==> config.mk <==
export PLATFORM = sky130hd
export DESIGN_NAME = qnorm_sqrt
export DESIGN_NICKNAME = d
export VERILOG_FILES = /design/src/hw/rtl/quaternion_normalizer_assert.svh /design/src/hw/rtl/qnorm_pkg.sv /design/src/hw/rtl/qnorm_sqrt.sv
export SDC_FILE = /design/constraint.sdc
export NUM_CORES = 2
export LEC_CHECK = 0
export BUFFER_PORTS_ARGS = -buffer_cell sky130_fd_sc_hd__buf_2
export CORE_MARGIN = 2
export CORE_UTILIZATION = 30
export CTS_CLUSTER_DIAMETER = 30
export DETAILED_ROUTE_END_ITERATION = 7
export GPL_ROUTABILITY_DRIVEN = 0
export PLACE_DENSITY_LB_ADDON = 0.3
export SLEW_MARGIN = 20
export SYNTH_ARGS = -nofsm -noshare
export SYNTH_HDL_FRONTEND = slang
export SYNTH_SLANG_ARGS = --single-unit
==> constraint.sdc <==
create_clock -name clk -period 3.3 [get_ports clk]
set_clock_uncertainty 0.2 [all_clocks]
set_input_delay 0.33 -clock clk [delete_from_list [all_inputs] [get_ports clk]]
set_output_delay 0.33 -clock clk [all_outputs]
set_load 0.02 [all_outputs]
==> src/hw/rtl/quaternion_normalizer_assert.svh <==
// Assertion macros for the quaternion normaliser.
// Used by the top level; no dependencies.
`ifndef QUATERNION_NORMALIZER_ASSERT_SVH
`define QUATERNION_NORMALIZER_ASSERT_SVH

// Implication checked on every clock edge outside reset.
`define QN_ASSERT_IMP(lbl, ante, cons) \
	lbl: assert property (@(posedge clk) disable iff (!arst_n) (ante) |-> (cons)) \
		else $error("assertion failed");

// Implication whose consequent is checked at the next clock edge.
`define QN_ASSERT_NEXT(lbl, ante, cons) \
	lbl: assert property (@(posedge clk) disable iff (!arst_n) (ante) |=> (cons)) \
		else $error("assertion failed");

`endif

==> src/hw/rtl/qnorm_pkg.sv <==
// Shared constants and types for the quaternion normaliser.
// No dependencies.
`timescale 1ns / 1ps
package qnorm_pkg;
	localparam int InWidth   = 16;
	localparam int OutFrac   = 14;
	localparam int LenFrac   = 8;
	localparam int OutWidth  = 16;
	localparam int MagWidth  = InWidth;             // magnitude up to 2^15
	localparam int SumWidth  = 2 * MagWidth + 2;    // four squares
	localparam int RadWidth  = SumWidth + 2 * LenFrac; // radicand
	localparam int LenWidth  = RadWidth / 2;        // root width
	localparam int SqSteps   = LenWidth;            // one root bit per stage
	localparam int NumWidth  = MagWidth + LenFrac + OutFrac; // dividend
	localparam int DivSteps  = OutFrac + 2;         // quotient bits kept
	localparam int QWidth    = DivSteps;
	localparam int Lanes     = 4;
	localparam int Depth     = SqSteps + DivSteps + 2;

	typedef logic [MagWidth-1:0] mag_t;
	typedef logic [LenWidth-1:0] len_t;
	typedef logic [QWidth-1:0]   quo_t;
endpackage

==> src/hw/rtl/qnorm_sqrt.sv <==
// Pipelined digit-by-digit square root, one result bit per stage.
// Depends on qnorm_pkg.
`timescale 1ns / 1ps
module qnorm_sqrt (
	input  logic                          clk,
	input  logic [qnorm_pkg::SumWidth-1:0] sum,
	output qnorm_pkg::len_t               root
);
	localparam int RW = qnorm_pkg::RadWidth;
	localparam int LW = qnorm_pkg::LenWidth;
	localparam int N  = qnorm_pkg::SqSteps;

	logic [RW-1:0] rad_s [N+1];
	logic [LW+1:0] rem_s [N+1];
	logic [LW-1:0] res_s [N+1];

	always_comb begin
		rad_s[0] = {sum, {(2 * qnorm_pkg::LenFrac){1'b0}}};
		rem_s[0] = '0;
		res_s[0] = '0;
	end

	for (genvar g = 0; g < N; g++) begin : g_step
		logic [LW+1:0] trial;
		logic [LW+1:0] cur;
		logic [LW+1:0] rem_c;
		logic [LW-1:0] res_c;
		always_comb begin
			cur   = {rem_s[g][LW-1:0], rad_s[g][RW-1 -: 2]};
			trial = {res_s[g], 2'b01};
			if (cur >= trial) begin
				rem_c = cur - trial;
				res_c = {res_s[g][LW-2:0], 1'b1};
			end else begin
				rem_c = cur;
				res_c = {res_s[g][LW-2:0], 1'b0};
			end
		end
		always_ff @(posedge clk) begin
			rad_s[g+1] <= {rad_s[g][RW-3:0], 2'b00};
			rem_s[g+1] <= rem_c;
			res_s[g+1] <= res_c;
		end
	end

	assign root = res_s[N];
endmodule

After elaboration in Yosys (flattened, before gate mapping)
Cells that the tools add are included.
{"block": "op_classes", "addsub": 24, "eq_ne": 0, "bitwise": 0, "multipliers": 0, "reduce_logical": 0, "div": 0, "n_mux": 49, "order_cmp": 25, "shift": 0}
{"cell": "2-to-1 mux 25 bit", "count": 23}
{"cell": "greater-or-equal comparator 27 x 10 -> 1 bit", "count": 1}
{"cell": "greater-or-equal comparator 27 x 11 -> 1 bit", "count": 1}
{"cell": "greater-or-equal comparator 27 x 12 -> 1 bit", "count": 1}
{"cell": "greater-or-equal comparator 27 x 13 -> 1 bit", "count": 1}
{"cell": "greater-or-equal comparator 27 x 14 -> 1 bit", "count": 1}
{"cell": "greater-or-equal comparator 27 x 15 -> 1 bit", "count": 1}
{"cell": "greater-or-equal comparator 27 x 16 -> 1 bit", "count": 1}
{"cell": "greater-or-equal comparator 27 x 17 -> 1 bit", "count": 1}
{"cell": "greater-or-equal comparator 27 x 18 -> 1 bit", "count": 1}
{"cell": "greater-or-equal comparator 27 x 19 -> 1 bit", "count": 1}
{"cell": "greater-or-equal comparator 27 x 20 -> 1 bit", "count": 1}
{"cell": "greater-or-equal comparator 27 x 21 -> 1 bit", "count": 1}
{"cell": "greater-or-equal comparator 27 x 22 -> 1 bit", "count": 1}
{"cell": "greater-or-equal comparator 27 x 23 -> 1 bit", "count": 1}
{"cell": "greater-or-equal comparator 27 x 24 -> 1 bit", "count": 1}
{"cell": "greater-or-equal comparator 27 x 25 -> 1 bit", "count": 1}
{"cell": "greater-or-equal comparator 27 x 26 -> 1 bit", "count": 1}
{"cell": "greater-or-equal comparator 27 x 3 -> 1 bit", "count": 1}
{"cell": "greater-or-equal comparator 27 x 4 -> 1 bit", "count": 1}
{"cell": "greater-or-equal comparator 27 x 5 -> 1 bit", "count": 1}
{"cell": "greater-or-equal comparator 27 x 6 -> 1 bit", "count": 1}
{"cell": "greater-or-equal comparator 27 x 7 -> 1 bit", "count": 1}
{"cell": "greater-or-equal comparator 27 x 8 -> 1 bit", "count": 1}
{"cell": "other kinds (28)", "count": 52}
{"block": "totals", "romBits": 0, "latchBits": 0, "regBits": 1175, "memories": 0, "ram_bits": 0, "output_inout_bits": 25}

Longest topological paths before layout
{"block": "logic_depth", "word_depth": 2, "ltp_mapped": 13}

Least setup slack after synthesis
No wires, ideal clock.
{"block": "synth_timing", "path_type": "register to register", "startpoint": "register rem_s, in the netlist g_step[22].cur[2]", "endpoint": "register rem_s, in the netlist g_step[23].cur[26]", "setup_ns": 0.121, "arrival_time_ns": 2.945, "path_slack_ns": 0.034, "synth_period_minus_slack_ns": 3.266, "t_required_ns": 2.979, "stages_incl_launch_ff": 11, "path_cell_list": "dfxtp_1 ha_1 fa_1 a211o_1 a211oi_1 o21bai_1 o31ai_1 nor3_1 o41ai_1 o21ai_0 mux2_2"}
{"block": "synth_via", "elab_chain_len": 2, "elab_cells_between_ends": 3, "cone_classes": "add/sub (1); order compare (1); mux (1)"}
{"item": "from (decl)", "line": "qnorm_sqrt.sv:14", "text": "logic [LW+1:0] rem_s [N+1];"}
{"item": "from (signal, indexed assignment)", "line": "qnorm_sqrt.sv:41", "text": "rem_s[g+1] <= rem_c;"}
{"item": "subtractor 25 x 24 -> 25 bit or greater-or-equal comparator 27 x 24 -> 1 bit (tied branches)", "line": "qnorm_sqrt.sv:32, qnorm_sqrt.sv:31"}
{"item": "2-to-1 mux 25 bit (*)", "line": "qnorm_sqrt.sv:31", "text": "if (cur >= trial) begin"}
{"item": "net g_step[22].rem_c[24]", "line": "qnorm_sqrt.sv:26", "text": "logic [LW+1:0] rem_c;"}
The timed path passes the listed nets; every way through them passes the cells marked *.
A chain may end at the register's enable or synchronous reset.

Final worst setup path
{"block": "layout_timing", "startpoint": "register res_s, in the netlist g_step[18].trial[3]", "endpoint": "register rem_s, in the netlist g_step[19].cur[23]"}
{"block": "layout_via", "elab_chain_len": 2, "elab_cells_between_ends": 3, "cone_classes": "add/sub (1); order compare (1); mux (1)"}
{"item": "from (decl)", "line": "qnorm_sqrt.sv:15", "text": "logic [LW-1:0] res_s [N+1];"}
{"item": "from (signal, indexed assignment)", "line": "qnorm_sqrt.sv:42", "text": "res_s[g+1] <= res_c;"}
{"item": "subtractor 25 x 20 -> 25 bit or greater-or-equal comparator 27 x 20 -> 1 bit (tied branches)", "line": "qnorm_sqrt.sv:32, qnorm_sqrt.sv:31"}
{"item": "2-to-1 mux 25 bit (*)", "line": "qnorm_sqrt.sv:31"}
{"item": "net g_step[18].rem_c[21]", "line": "qnorm_sqrt.sv:26"}
Marked as above.

==> metrics.md <==
| Metric | Value |
|---|---|
| Slew @ Worst Pin | `between 0.7 and 0.8 ns` |
| CTS Buf Count | `~280` |
| Count leader, synth | `dfxtp_1` |
| Pleak | `~0.028 uW` |
| Number of synthesized register bits | `approximately 1.1k` |
| Status | `finished, final reports clean` |
| Avg Cell Area, Syn | `between 9 and 10 sq um` |
| Root buffer cell | `clkbuf_16` |
| Worst skew pair latency | `approximately 0.85 ns` |
| Post-synth top area cell | `dfxtp_1` |
| Core area | `approximately 150000 sq um` |
| DR pass1 iterations | `5` |
| Worst-path fanout max | `3` |
| Synth cell count leaders | `dfxtp_1 (1144), inv_1 (426), ha_1 (334)` |
| Fillers | `~15k` |
| Seq/Total Area, Yosys | `about half` |
| Required time of the critical path | `approximately 3.9 ns` |
| Post-route minimum period | `between 3 and 4 ns` |
| Die area | `157000 sq um` |
| Synth area leaders | `dfxtp_1 (50%), ha_1 (9.0%), xnor2_1 (4.2%), xor2_1 (3.8%), a21oi_1 (3.5%)` |
| Final worst-path cycle share | `between 90% and 100%` |
| Count of final hold-check violations | `0` |
| Post-CTS Setup Inserts | `0` |
| Ys flop type | `dfxtp_1` |
| Cell Area, Placed | `~50000 sq um` |
| Place WS | `-0.162 ns` |
| Standard-cell rows | `around 140` |
| Max_cap viols | `0` |
| Share of the synthesized area in the top cell type | `between 40% and 50%` |
| HP Class | `reg -> reg` |
| Clock sinks | `between 1k and 1.5k` |
| Layout net count | `5545` |
| ANT cells | `0` |
| Top Ports | `60` |
| Detailed-route wire length | `98.1 mm` |
| Number of global-route vias before repair | `roughly 33k` |
| CTS max path bufs | `4` |
| Setup WS post-layout | `roughly 0.17 ns` |
| Relative slew slack | `48.1%` |
| Detailed Place HPWL | `72.2 mm` |
| Largest net degree at the start of global routing | `40` |
| Syn. warnings | `0` |
| Die Ht | `~400 microns` |
| Syn nets | `approximately 5k` |
| Die Wd | `a little under 400 microns` |
| First-pass GRT wire length | `approximately 160 mm` |
| Initial core utilization | `30.3%` |
| CTS tree | `done` |
| Mapped Cells | `about 4.7k` |
| Fmax | `around 0.32 GHz` |
| Via count | `33.5k` |
| Layout cells sized above 1 | `14.7%` |
| Hold WS | `around 0.086 ns` |
| Number of synthesized flops with an enable pin | `0` |
| Cell Pwr Density | `about 920 nW/um^2` |
| Setup-failing EPs final | `0` |
| Initial antenna violation count | `0` |
| DR vias/cell | `~4.5` |
| Asr flop ratio synth | `0%` |
| DRT antenna net count | `0` |
| P&R area growth vs syn | `30.2%` |
| CP Launch Type | `flop` |
| Design Power | `between 50000 and 60000 uW` |
| Unique masters post-synth | `90` |
| Post-Synthesis Cell Area | `approximately 46000 sq um` |
| Remaining global-route overflow | `0` |
| Reg clk slew, reported paths | `roughly 0.050 ns` |
| GRT Overall Usage | `between 10% and 20%` |
| Iter 0 DRT Violations | `~1.4k` |
| Slew Limit Fails | `0` |
| DR DRC count | `0` |
| Layout Cell Area excl Fill | `roughly 60000 sq um` |
| DR WL/cell | `13.3 microns` |
| Arrival time worst endpoint | `between 3 and 4 ns` |
| IO buf count | `59` |
| CP endpoint kind | `flop` |
| CP Class | `reg -> reg` |
| Max VDD drop | `0.524 mV` |
| H-tree Lvls | `5` |
final timing paths:
kind | startpoint | to | slack (ns) | cells past startpoint
worst max register to register | g_step[18].trial[3] | g_step[19].cur[23] | 0.17 | 11
worst min register to register | rad_s[646] | g_step[14].cur[0] | 0.09 | 0
worst min-delay path | rad_s[646] | g_step[14].cur[0] | 0.09 | 0
worst max-delay path | g_step[18].trial[3] | g_step[19].cur[23] | 0.17 | 11
metrics by stage:
step	util, %	cells	TNS [ns]
6_report	39.4	7399	0
5_1_grt	39.4	7399	-0.0357
4_1_cts	39.4	7399	0
3_5_place_dp	32.6	6846	-0.432
3_3_place_gp	32.6	6846	-0.487
2_1_floorplan	-	4725	0
report_power, final:
| part | leakage [uW] | internal (uW) | switching, uW |
|---|---|---|---|
| clock network | 0.00469 | 19400 | 8010 |
| logic | 0.0139 | 4410 | 4700 |
| registers | 0.00955 | 16600 | 1970 |
kinds of logic (layout without fill, tap and decap cells):
logic type	count (synthesis)	count (layout)	synth area share (%)
AO/OA/AOI/OAI	996	996	13.5
flip-flops	1144	1144	49.6
other	1	1	0.00812
multiplexers	84	84	2.03
adder cells (fa/ha/maj)	341	341	9.35
buffers and inverters	509	1153	4.29
AND/OR/NAND/NOR	1225	1225	13.2
XOR/XNOR	425	425	8.06
placed cells by master (no fill, tap or decap), types with 20 or more instances in the layout:
| cell | Yosys | final |
|---|---|---|
| a211oi_1 | 36 | 31 |
| mux2_2 | 78 | 78 |
| bufinv_16 | 0 | 36 |
| o21a_1 | 63 | 63 |
| clkinv_2 | 0 | 38 |
| clkinv_4 | 0 | 20 |
| nor2b_1 | 47 | 47 |
| nand4_1 | 54 | 54 |
| xnor2_1 | 223 | 223 |
| nand2_1 | 292 | 292 |
| clkbuf_8 | 0 | 32 |
| clkbuf_1 | 50 | 22 |
| ha_1 | 334 | 333 |
| dlygate4sd3_1 | 0 | 69 |
| clkinvlp_4 | 0 | 21 |
| and3_1 | 25 | 25 |
| a21oi_1 | 323 | 321 |
| a31oi_1 | 28 | 25 |
| a21o_1 | 107 | 107 |
| nor3_1 | 115 | 114 |
| clkbuf_16 | 0 | 289 |
| o21bai_1 | 38 | 37 |
| o21ai_0 | 237 | 232 |
| nor2_1 | 312 | 311 |
| inv_1 | 426 | 426 |
| or2_2 | 24 | 24 |
| xor2_1 | 202 | 202 |
| nor4_1 | 56 | 54 |
| buf_2 | 13 | 59 |
| o31ai_1 | 31 | 29 |
| or4_1 | 21 | 21 |
| nand3_1 | 93 | 93 |
| buf_4 | 2 | 100 |
| dfxtp_1 | 1144 | 1144 |
| or3_1 | 41 | 41 |
| nand2b_1 | 56 | 56 |
routing by layer:
metal	vias up	global-route usage [%]	routed length, microns
met5	-	0	0
met4	0	6.55	4100
met3	276	2.83	4300
met2	667	20.5	45300
met1	15300	14.9	44400
li1	17300	-	-
final cells by class:
| class | count | area [sq um] | area share [%] |
|---|---|---|---|
| clock buffers | 343 | 7750 | 12.9 |
| flip-flops and latches | 1144 | 22900 | 38.1 |
| well taps | 2030 | 2540 | 4.22 |
| repair buffers | 241 | 1990 | 3.31 |
| multi-input cells | 3072 | 21500 | 35.7 |
| inverters | 428 | 1610 | 2.67 |
| clock inverters | 141 | 1860 | 3.10 |
state kept, by name, indices dropped and copies added, names as in the netlist:
register      flops
rad_s           240
g_step.trial    300
g_step.cur      579
root             25
worst max-delay path: stages, from the launching register on:
cell and delay (ns):
dfxtp_1 0.34, inv_1 0.08, ha_1 0.32, a211oi_2 0.27, o21ai_2 0.13, a2111oi_2 0.34, buf_4 0.17, o21ai_0 0.16
a211o_1 0.32, a2111oi_1 0.39, buf_4 0.17, xor2_1 0.13
repair_timing:
action                                 4_1_cts  5_1_grt
gates resized for setup                      7       33
setup endpoints to repair                   11       62
pin swaps                                    0        6
endpoints found under the hold margin       35        0
hold buffers                                69        0
cloned                                       0        0
Note: power is estimated with default switching activity, not from simulation.
