$ cat src/hw/rtl/quaternion_normalizer_assert.svh
// Assertion macros for the quaternion normaliser.
// Used by the top level; no dependencies.
`ifndef QUATERNION_NORMALIZER_ASSERT_SVH
`define QUATERNION_NORMALIZER_ASSERT_SVH

// Implication checked on every clock edge outside reset.
`define QN_ASSERT_IMP(lbl, ante, cons) \
	lbl: assert property (@(posedge clk) disable iff (!arst_n) (ante) |-> (cons)) \
		else $error("assertion failed");

// Implication whose consequent is checked at the next clock edge.
`define QN_ASSERT_NEXT(lbl, ante, cons) \
	lbl: assert property (@(posedge clk) disable iff (!arst_n) (ante) |=> (cons)) \
		else $error("assertion failed");

`endif

$ cat src/hw/rtl/qnorm_pkg.sv
// Shared constants and types for the quaternion normaliser.
// No dependencies.
`timescale 1ns / 1ps
package qnorm_pkg;
	localparam int InWidth   = 16;
	localparam int OutFrac   = 14;
	localparam int LenFrac   = 8;
	localparam int OutWidth  = 16;
	localparam int MagWidth  = InWidth;             // magnitude up to 2^15
	localparam int SumWidth  = 2 * MagWidth + 2;    // four squares
	localparam int RadWidth  = SumWidth + 2 * LenFrac; // radicand
	localparam int LenWidth  = RadWidth / 2;        // root width
	localparam int SqSteps   = LenWidth;            // one root bit per stage
	localparam int NumWidth  = MagWidth + LenFrac + OutFrac; // dividend
	localparam int DivSteps  = OutFrac + 2;         // quotient bits kept
	localparam int QWidth    = DivSteps;
	localparam int Lanes     = 4;
	localparam int Depth     = SqSteps + DivSteps + 2;

	typedef logic [MagWidth-1:0] mag_t;
	typedef logic [LenWidth-1:0] len_t;
	typedef logic [QWidth-1:0]   quo_t;
endpackage

$ cat src/hw/rtl/qnorm_div.sv
// One divider lane: restoring division, one quotient bit per stage.
// Depends on qnorm_pkg.
`timescale 1ns / 1ps
module qnorm_div (
	input  logic                          clk,
	input  logic [qnorm_pkg::NumWidth-1:0] num,
	input  qnorm_pkg::len_t               den,
	output qnorm_pkg::quo_t               quo
);
	localparam int NW = qnorm_pkg::NumWidth;
	localparam int LW = qnorm_pkg::LenWidth;
	localparam int N  = qnorm_pkg::DivSteps;
	localparam int PW = NW + 1;

	// Quotient bits above bit N-1 only matter as saturation; sticky flag.
	logic [PW-1:0] rem_s [N+1];
	logic [N-1:0]  quo_s [N+1];
	logic [LW-1:0] den_s [N+1];
	logic          big_s [N+1];

	always_comb begin
		rem_s[0] = {1'b0, num};
		quo_s[0] = '0;
		den_s[0] = den;
		// compare at full width so the shifted divisor keeps its top bits
		big_s[0] = ({{(PW+N-LW){1'b0}}, den} << N) <= {{(N+1){1'b0}}, num};
	end

	for (genvar g = 0; g < N; g++) begin : g_step
		localparam int Sh = N - 1 - g;
		logic [PW+N-1:0] dsh;
		logic            ge;
		always_comb begin
			dsh = {{(PW+N-LW){1'b0}}, den_s[g]} << Sh;
			ge  = {{N{1'b0}}, rem_s[g]} >= dsh;
		end
		always_ff @(posedge clk) begin
			rem_s[g+1] <= ge ? PW'({{N{1'b0}}, rem_s[g]} - dsh) : rem_s[g];
			quo_s[g+1] <= {quo_s[g][N-2:0], ge};
			den_s[g+1] <= den_s[g];
			big_s[g+1] <= big_s[g];
		end
	end

	assign quo = big_s[N] ? '1 : quo_s[N];
endmodule

$ cat config.mk
export PLATFORM = sky130hd
export DESIGN_NAME = qnorm_div
export DESIGN_NICKNAME = d
export VERILOG_FILES = /design/src/hw/rtl/quaternion_normalizer_assert.svh /design/src/hw/rtl/qnorm_pkg.sv /design/src/hw/rtl/qnorm_div.sv
export SDC_FILE = /design/constraint.sdc
export NUM_CORES = 2
export LEC_CHECK = 0
export ABC_AREA = 1
export BUFFER_PORTS_ARGS = -buffer_cell sky130_fd_sc_hd__buf_2
export CAP_MARGIN = 10
export CORE_MARGIN = 2
export CORE_UTILIZATION = 57
export CTS_BUF_LIST = sky130_fd_sc_hd__clkbuf_4 sky130_fd_sc_hd__clkbuf_8
export DETAILED_ROUTE_END_ITERATION = 8
export GPL_TIMING_DRIVEN = 0
export PLACE_DENSITY = 0.71
export SETUP_SLACK_MARGIN = 0.02
export SLEW_MARGIN = 0
export SYNTH_ARGS = -nofsm -noshare
export SYNTH_HDL_FRONTEND = slang
export SYNTH_SLANG_ARGS = --single-unit
$ cat constraint.sdc
create_clock -name clk -period 2.71 [get_ports clk]
set_input_delay 0.271 -clock clk [delete_from_list [all_inputs] [get_ports clk]]
set_output_delay 0.271 -clock clk [all_outputs]
set_load 0.01 [all_outputs]
Yosys cells after proc, flatten, opt, wreduce, memory -nomap -nowiden. Cells that the tools add are included.

Register bits: 1112. Bits of input ports: 64. Logic and storage cells: 111. Output and inout bits: 16.

Add/sub/neg operators: 15. Multiplexer cells: 16. Magnitude comparators: 17.

Operator list (count): 39-bit 2-to-1 mux (14); 41-bit by 38-bit less-or-equal comparator with 1-bit output (1); 38-bit by 40-bit >= comparator with 1-bit output (1); 39-bit by 25-bit >= comparator with 1-bit output (1); 39-bit by 26-bit >= comparator with 1-bit output (1); 39-bit by 27-bit >= comparator with 1-bit output (1); 39-bit by 28-bit >= comparator with 1-bit output (1); 39-bit by 29-bit >= comparator with 1-bit output (1); 39-bit by 30-bit >= comparator with 1-bit output (1); 39-bit by 31-bit >= comparator with 1-bit output (1); 39-bit by 32-bit >= comparator with 1-bit output (1); 39-bit by 33-bit >= comparator with 1-bit output (1); 39-bit by 34-bit >= comparator with 1-bit output (1); 39-bit by 35-bit >= comparator with 1-bit output (1); 39-bit by 36-bit >= comparator with 1-bit output (1); 39-bit by 37-bit >= comparator with 1-bit output (1); 39-bit by 38-bit >= comparator with 1-bit output (1); 39-bit >= comparator (1); 38-bit by 39-bit subtractor with 39-bit output (1); 39-bit by 26-bit subtractor with 39-bit output (1); 39-bit by 27-bit subtractor with 39-bit output (1); 39-bit by 28-bit subtractor with 39-bit output (1); 39-bit by 29-bit subtractor with 39-bit output (1); 39-bit by 30-bit subtractor with 39-bit output (1); other kinds (11) (11).

Depth between registers and ports, before layout.
Depth after elaboration: 2. Mapped depth: 17. Gate-level depth less buffers: 16.

Worst setup path after synthesis. No wires, ideal clock.

Path type: register to register. Start: register rem_s[559] (netlist name). End: register rem_s[532] (netlist name). Setup time: 0.058 ns. Clock period less this slack: 2.155 ns. Buffers on the path: 2. Data required time: 2.652 ns. Slack: 0.555 ns. Arrival: 2.097 ns. Cell stages (with the launch flop): 16. Path through: dfxtp_1 > inv_1 > ha_1 > fa_1 > nand3b_1 > nand2_1 > nand2_1 > nand2_1 > nand2_1 > nand2_1 > nand3_1 > nand3_1 > buf_4 > buf_4 > nand2_1 > nand2_1.

Longest elaborated chain between the ends: 2. Elaborated cells on any way between the ends: 3. Those cells by class: 1 x add/sub; 1 x order compare; 1 x mux.

Ends and longest elaborated chain: start: declaration (line qnorm_div.sv:16) `logic [PW-1:0] rem_s [N+1];`; start signal: indexed assignment (line qnorm_div.sv:38) `rem_s[g+1] <= ge ? PW'({{N{1'b0}}, rem_s[g]} - dsh) : rem_s[g];`; 39-bit by 38-bit subtractor with 39-bit output / 39-bit by 38-bit >= comparator with 1-bit output (equally long branches) (line qnorm_div.sv:38, qnorm_div.sv:35); 39-bit 2-to-1 mux (*) (line qnorm_div.sv:38).

Every way passes the cells marked *; elsewhere a longest branch is shown, timed or not. A chain may end at the register's enable or synchronous reset.

Worst setup path after layout.
Start: register den_s[242] (netlist name). End: register rem_s[349] (netlist name).

Longest elaborated chain between the ends: 2. Elaborated cells on any way between the ends: 3. Those cells by class: 1 x add/sub; 1 x order compare; 1 x mux.

Ends and longest elaborated chain: start: declaration (line qnorm_div.sv:18) `logic [LW-1:0] den_s [N+1];`; start signal: indexed assignment (line qnorm_div.sv:40) `den_s[g+1] <= den_s[g];`; 39-bit by 33-bit subtractor with 39-bit output / 39-bit by 33-bit >= comparator with 1-bit output (equally long branches) (line qnorm_div.sv:38, qnorm_div.sv:35); 39-bit 2-to-1 mux (*) (line qnorm_div.sv:38).

Marks and branches as above.

==> impl_results.html <==
<table>
<tr><th>Metric</th><th>Value</th></tr>
<tr><th colspan="2">Logic synthesis</th></tr>
<tr><td>Post-synthesis async set-or-reset flop share</td><td>0</td></tr>
<tr><td>Fraction of the yosys area taken by sequential cells</td><td>0.368</td></tr>
<tr><td>Leading post-synthesis cells by instance count</td><td>nand2_1, inv_1, dfxtp_1, nor2_1, a21oi_1</td></tr>
<tr><td>Flip-flop and latch count after synthesis</td><td>around 1,100</td></tr>
<tr><td>Post-synth EDFFs</td><td>0</td></tr>
<tr><td>Syn Std Cell Area</td><td>60,400 um^2</td></tr>
<tr><td>Most instantiated flip-flop cell in the synthesis netlist</td><td>dfxtp_1</td></tr>
<tr><td>Top cells by area, synth</td><td>dfxtp_1, nand2_1, inv_1</td></tr>
<tr><td>Top-area cell type share of the netlist area</td><td>0.368</td></tr>
<tr><td>Most frequent cell after synthesis</td><td>nand2_1</td></tr>
<tr><td>Leading area contributor after synthesis</td><td>dfxtp_1</td></tr>
<tr><td>Post-Syn Area per Cell</td><td>6.68 um^2</td></tr>
<tr><td>Number of library cell types mapped by synthesis</td><td>45</td></tr>
<tr><td>Number of warnings issued by yosys</td><td>0</td></tr>
<tr><td>Post-synthesis cell count</td><td>between 9,000 and 10,000</td></tr>
<tr><td>Syn Nets</td><td>9,548</td></tr>
<tr><th colspan="2">Pwr</th></tr>
<tr><td>Share of total power in the clock network</td><td>0.188</td></tr>
<tr><td>Relative contribution of combinational cells to total power</td><td>0.506</td></tr>
<tr><td>Reported net switching power</td><td>38.2 mW</td></tr>
<tr><td>Areal power density over the cells</td><td>1200 nW/um^2</td></tr>
<tr><td>Leakage</td><td>35.7 nW</td></tr>
<tr><td>Net Sw Frac</td><td>0.469</td></tr>
<tr><td>Internal power component</td><td>43.2 mW</td></tr>
<tr><td>Largest vdd supply drop</td><td>0.000884 V</td></tr>
<tr><td>Sequential power share</td><td>0.306</td></tr>
<tr><th colspan="2">Timing</th></tr>
<tr><td>Number of endpoints failing setup at the final stage</td><td>0</td></tr>
<tr><td>Worst slew slack as a fraction of its limit</td><td>0.538</td></tr>
<tr><td>Highest Clock Rate</td><td>approximately 380 MHz</td></tr>
<tr><td>Maximum clock skew at final layout</td><td>roughly 52 ps</td></tr>
<tr><td>Worst Tran Pin Value</td><td>687 ps</td></tr>
<tr><td>Tmin final</td><td>around 2600 ps</td></tr>
<tr><td>Number of hold violations in the final report</td><td>0</td></tr>
<tr><td>Number of pins exceeding their max-slew limit in the final report</td><td>0</td></tr>
<tr><td>Tcrit/Tclk final</td><td>0.976</td></tr>
<tr><td>Unrepaired setup endpoints after global routing</td><td>yes</td></tr>
<tr><th colspan="2">Detailed routing</th></tr>
<tr><td>WL/cell</td><td>~19 um</td></tr>
<tr><td>Initial DRC Count</td><td>5,491</td></tr>
<tr><td>Total iterations of the first detailed-routing run</td><td>8</td></tr>
<tr><td>Via count</td><td>58,902</td></tr>
<tr><td>Routed wire length</td><td>206,000 um</td></tr>
<tr><td>DRC viols</td><td>0</td></tr>
<tr><td>Post-route antenna net violation count</td><td>0</td></tr>
<tr><td>DR vias/cell</td><td>5.40</td></tr>
<tr><th colspan="2">Place</th></tr>
<tr><td>Half-perimeter wire length after placement</td><td>~170,000 um</td></tr>
<tr><td>IO Port Bufs</td><td>79</td></tr>
<tr><td>Cell Count Post-Placement</td><td>10,519</td></tr>
<tr><td>Routability congestion estimate from global placement</td><td>between 1 and 1.5</td></tr>
<tr><th colspan="2">Die</th></tr>
<tr><td>Count of pins on the block boundary</td><td>80</td></tr>
<tr><td>Starting Density</td><td>0.574</td></tr>
<tr><td>Site Rows</td><td>approximately 120</td></tr>
<tr><td>Die Width</td><td>between 300 and 400 um</td></tr>
<tr><td>Die Footprint</td><td>109,000 um^2</td></tr>
<tr><td>Placeable core region</td><td>105,000 um^2</td></tr>
<tr><td>Die outline height</td><td>~330 um</td></tr>
<tr><th colspan="2">Worst setup path</th></tr>
<tr><td>FF-to-FF path depth</td><td>11</td></tr>
<tr><td>End point of the critical path</td><td>rem_s[349]</td></tr>
<tr><td>Critical Path Most Common Cell</td><td>nand2_1</td></tr>
<tr><td>Cell chain of the critical path</td><td>inv_1 -&gt; ha_1 -&gt; nand2_1 -&gt; o21ai_0 -&gt; nand2_1 -&gt; nand2_1 -&gt; nand2_1 -&gt; nand3_1 -&gt; a21oi_4 -&gt; clkbuf_4 -&gt; a21oi_1</td></tr>
<tr><td>Capture instance of the worst register-to-register path</td><td>rem_s[349]</td></tr>
<tr><td>Worst path max stage delay</td><td>430 ps</td></tr>
<tr><td>Stages on worst setup path</td><td>11</td></tr>
<tr><td>Kind of cell adding the most delay to the critical path</td><td>compound AO/OA/AOI/OAI gates</td></tr>
<tr><td>Worst reg2reg startpoint</td><td>den_s[242]</td></tr>
<tr><td>Flop2flop setup slack</td><td>60 ps</td></tr>
<tr><td>Endpoint type of the worst setup path</td><td>flop</td></tr>
<tr><td>CP max-delay cell</td><td>dfxtp_1</td></tr>
<tr><td>Critical Path Source</td><td>den_s[242]</td></tr>
<tr><td>Count of buffering cells on the critical path with inverters included</td><td>2</td></tr>
<tr><td>Element type at the critical path start</td><td>flop</td></tr>
<tr><td>Required time of the critical path</td><td>roughly 3400 ps</td></tr>
<tr><td>Critical path start-end classification</td><td>flop to flop</td></tr>
<tr><td>Arrival time reported for the critical path endpoint</td><td>3370 ps</td></tr>
<tr><td>Worst-path maximum fanout</td><td>10</td></tr>
<tr><th colspan="2">Min path</th></tr>
<tr><td>Startpoint of the tightest hold check path</td><td>den[20]</td></tr>
<tr><td>Worst hold path class</td><td>input pin to flop</td></tr>
<tr><th colspan="2">Finish</th></tr>
<tr><td>Area growth from synthesis to layout</td><td>11.9%</td></tr>
<tr><td>Share of layout cells above drive strength 1</td><td>0.0690</td></tr>
<tr><td>Layout Nets</td><td>just under 10,000</td></tr>
<tr><td>Final instance count without filler cells</td><td>10,905</td></tr>
<tr><td>Post-layout utilization of the core</td><td>0.643</td></tr>
<tr><th colspan="2">Job</th></tr>
<tr><td>Reported max-cap violation count</td><td>0</td></tr>
<tr><th colspan="2">GRT</th></tr>
<tr><td>Pin count of the biggest net entering global routing</td><td>17</td></tr>
<tr><td>All-Layer GR Usage</td><td>0.371</td></tr>
<tr><td>Wire length of the first global-routing pass</td><td>309,000 um</td></tr>
<tr><td>Total grt overflow</td><td>0</td></tr>
<tr><td>Number of antenna violations at the first check in global routing</td><td>8</td></tr>
<tr><td>Via count of the first global-routing pass</td><td>55,651</td></tr>
<tr><th colspan="2">Clocking</th></tr>
<tr><td>Worst-Skew Late Latency</td><td>around 900 ps</td></tr>
<tr><td>Bufs on Longest Clock Path</td><td>3</td></tr>
<tr><td>Root cell of the clock tree</td><td>clkbuf_8</td></tr>
<tr><td>Worst-path clk slew</td><td>about 60 ps</td></tr>
<tr><td>TritonCTS buffer count</td><td>between 150 and 200</td></tr>
<tr><td>H-tree lvl count</td><td>4</td></tr>
<tr><td>TritonCTS clock tree</td><td>built</td></tr>
<tr><td>TritonCTS Sinks</td><td>1,112</td></tr>
<tr><th colspan="2">Status</th></tr>
<tr><td>Outcome</td><td>completed</td></tr>
</table>
## cells by family (layout without fill, tap and decap cells)
| kind of cell | count (synthesis) | in the layout | synth area share |
|---|---|---|---|
| buffers and inverters | 1639 | 2099 | 0.106 |
| adders and majority gates | 435 | 435 | 0.0919 |
| and+or+nand+nor | 4726 | 4726 | 0.322 |
| AOI/OAI and AO/OA | 905 | 905 | 0.0777 |
| xor gates and xnor gates | 232 | 232 | 0.0336 |
| DFF | 1112 | 1112 | 0.368 |
| other | 0 | 5 | 0 |
## layer usage
metal / GRT usage / vias up / share of wire
li1: - / 29002 / -
met1: 0.435 / 26667 / 0.40
met2: 0.638 / 2517 / 0.47
met3: 0.0587 / 712 / 0.066
met4: 0.224 / 4 / 0.067
met5: 0 / - / 0.00013
## worst register-to-register path: stages, from the launching register on
cell	delay [ps]
dfxtp_1	430
inv_1	70
ha_1	430
nand2_1	150
o21ai_0	410
nand2_1	110
nand2_1	90
nand2_1	90
nand3_1	140
a21oi_4	70
clkbuf_4	210
a21oi_1	320
## final cells by class
cell class | count | area, um^2
plain buffers | 87 | 687
well taps | 1391 | 1740
flip-flops and latches | 1112 | 22300
clock inverters | 55 | 642
clock buffers | 250 | 3180
multi-input cells | 6298 | 32100
inverters | 1552 | 5840
diodes | 5 | 12.5
repair buffers | 155 | 1130
fillers | 9688 | 37600
## flip-flops by register name (all words and copies together) (netlist names)
name	flops
den_s	375
big_s	16
quo_s	136
rem_s	585
## power groups by stage
stage	registers (mW)	logic [mW]	clock network, mW
2_1_floorplan	22.9	28.6	0
3_3_place_gp	25.0	38.8	0
3_5_place_dp	25.0	39.2	0
4_1_cts	24.7	39.7	15.4
5_1_grt	25.1	45.7	16.2
6_report	24.9	41.1	15.3
## layout by cell type, fill, tap and decap left out, types with 11 or more instances in the layout
master            n
a21oi_1         446
a21oi_2          26
and2_1           12
and3_1           13
buf_2            99
buf_4            31
buf_6            27
clkbuf_4         47
clkbuf_8        208
clkinv_2         18
clkinvlp_4       11
dfxtp_1        1096
dfxtp_2          13
dlygate4sd3_1    64
fa_1             11
ha_1            413
inv_1          1539
nand2_1        3065
nand2_2          27
nand3_1         438
nand3b_1         32
nand4_1         217
nor2_1          704
nor2_2           18
nor3_1          108
nor4_1           34
o21ai_0         300
o21ai_1          78
o21ai_2          11
o21bai_1         14
or2_2            22
xnor2_1         124
xor2_1          108
## metrics by stage
step	hold WS, ps	worst slack, ps	TNS, ps	total power [mW]	instance area (um^2)
after global placement	310	-415	-20700	63.8	62600
final	87.5	64.5	0	81.3	67700
after detailed placement	312	-431	-21510	64.2	62600
after global routing	53.6	-29.7	-45.5	86.9	67600
after floorplan	299	555	0	51.5	60400
after CTS	1.47	23.7	0	79.9	67200
## worst min path at each step
stage	endpoint	slack (ps)	cells past startpoint
6_report	den_s[395]	90	2
5_1_grt	den_s[395]	50	2
4_1_cts	den_s[398]	1	2
3_5_place_dp	quo_s[165]	310	0
3_3_place_gp	big_s[3]	310	0
2_1_floorplan	den_s[375]	300	0
## timing repair
item / CTS / global route
gates cloned: 0 / 0
resized for setup: 67 / 109
pin swaps: 3 / 3
setup endpoints to repair: 240 / 268
hold buffers: 64 / 0
hold endpoints to repair: 65 / 0
setup buffers: 3 / 9
(Power assumes the default switching activity.)
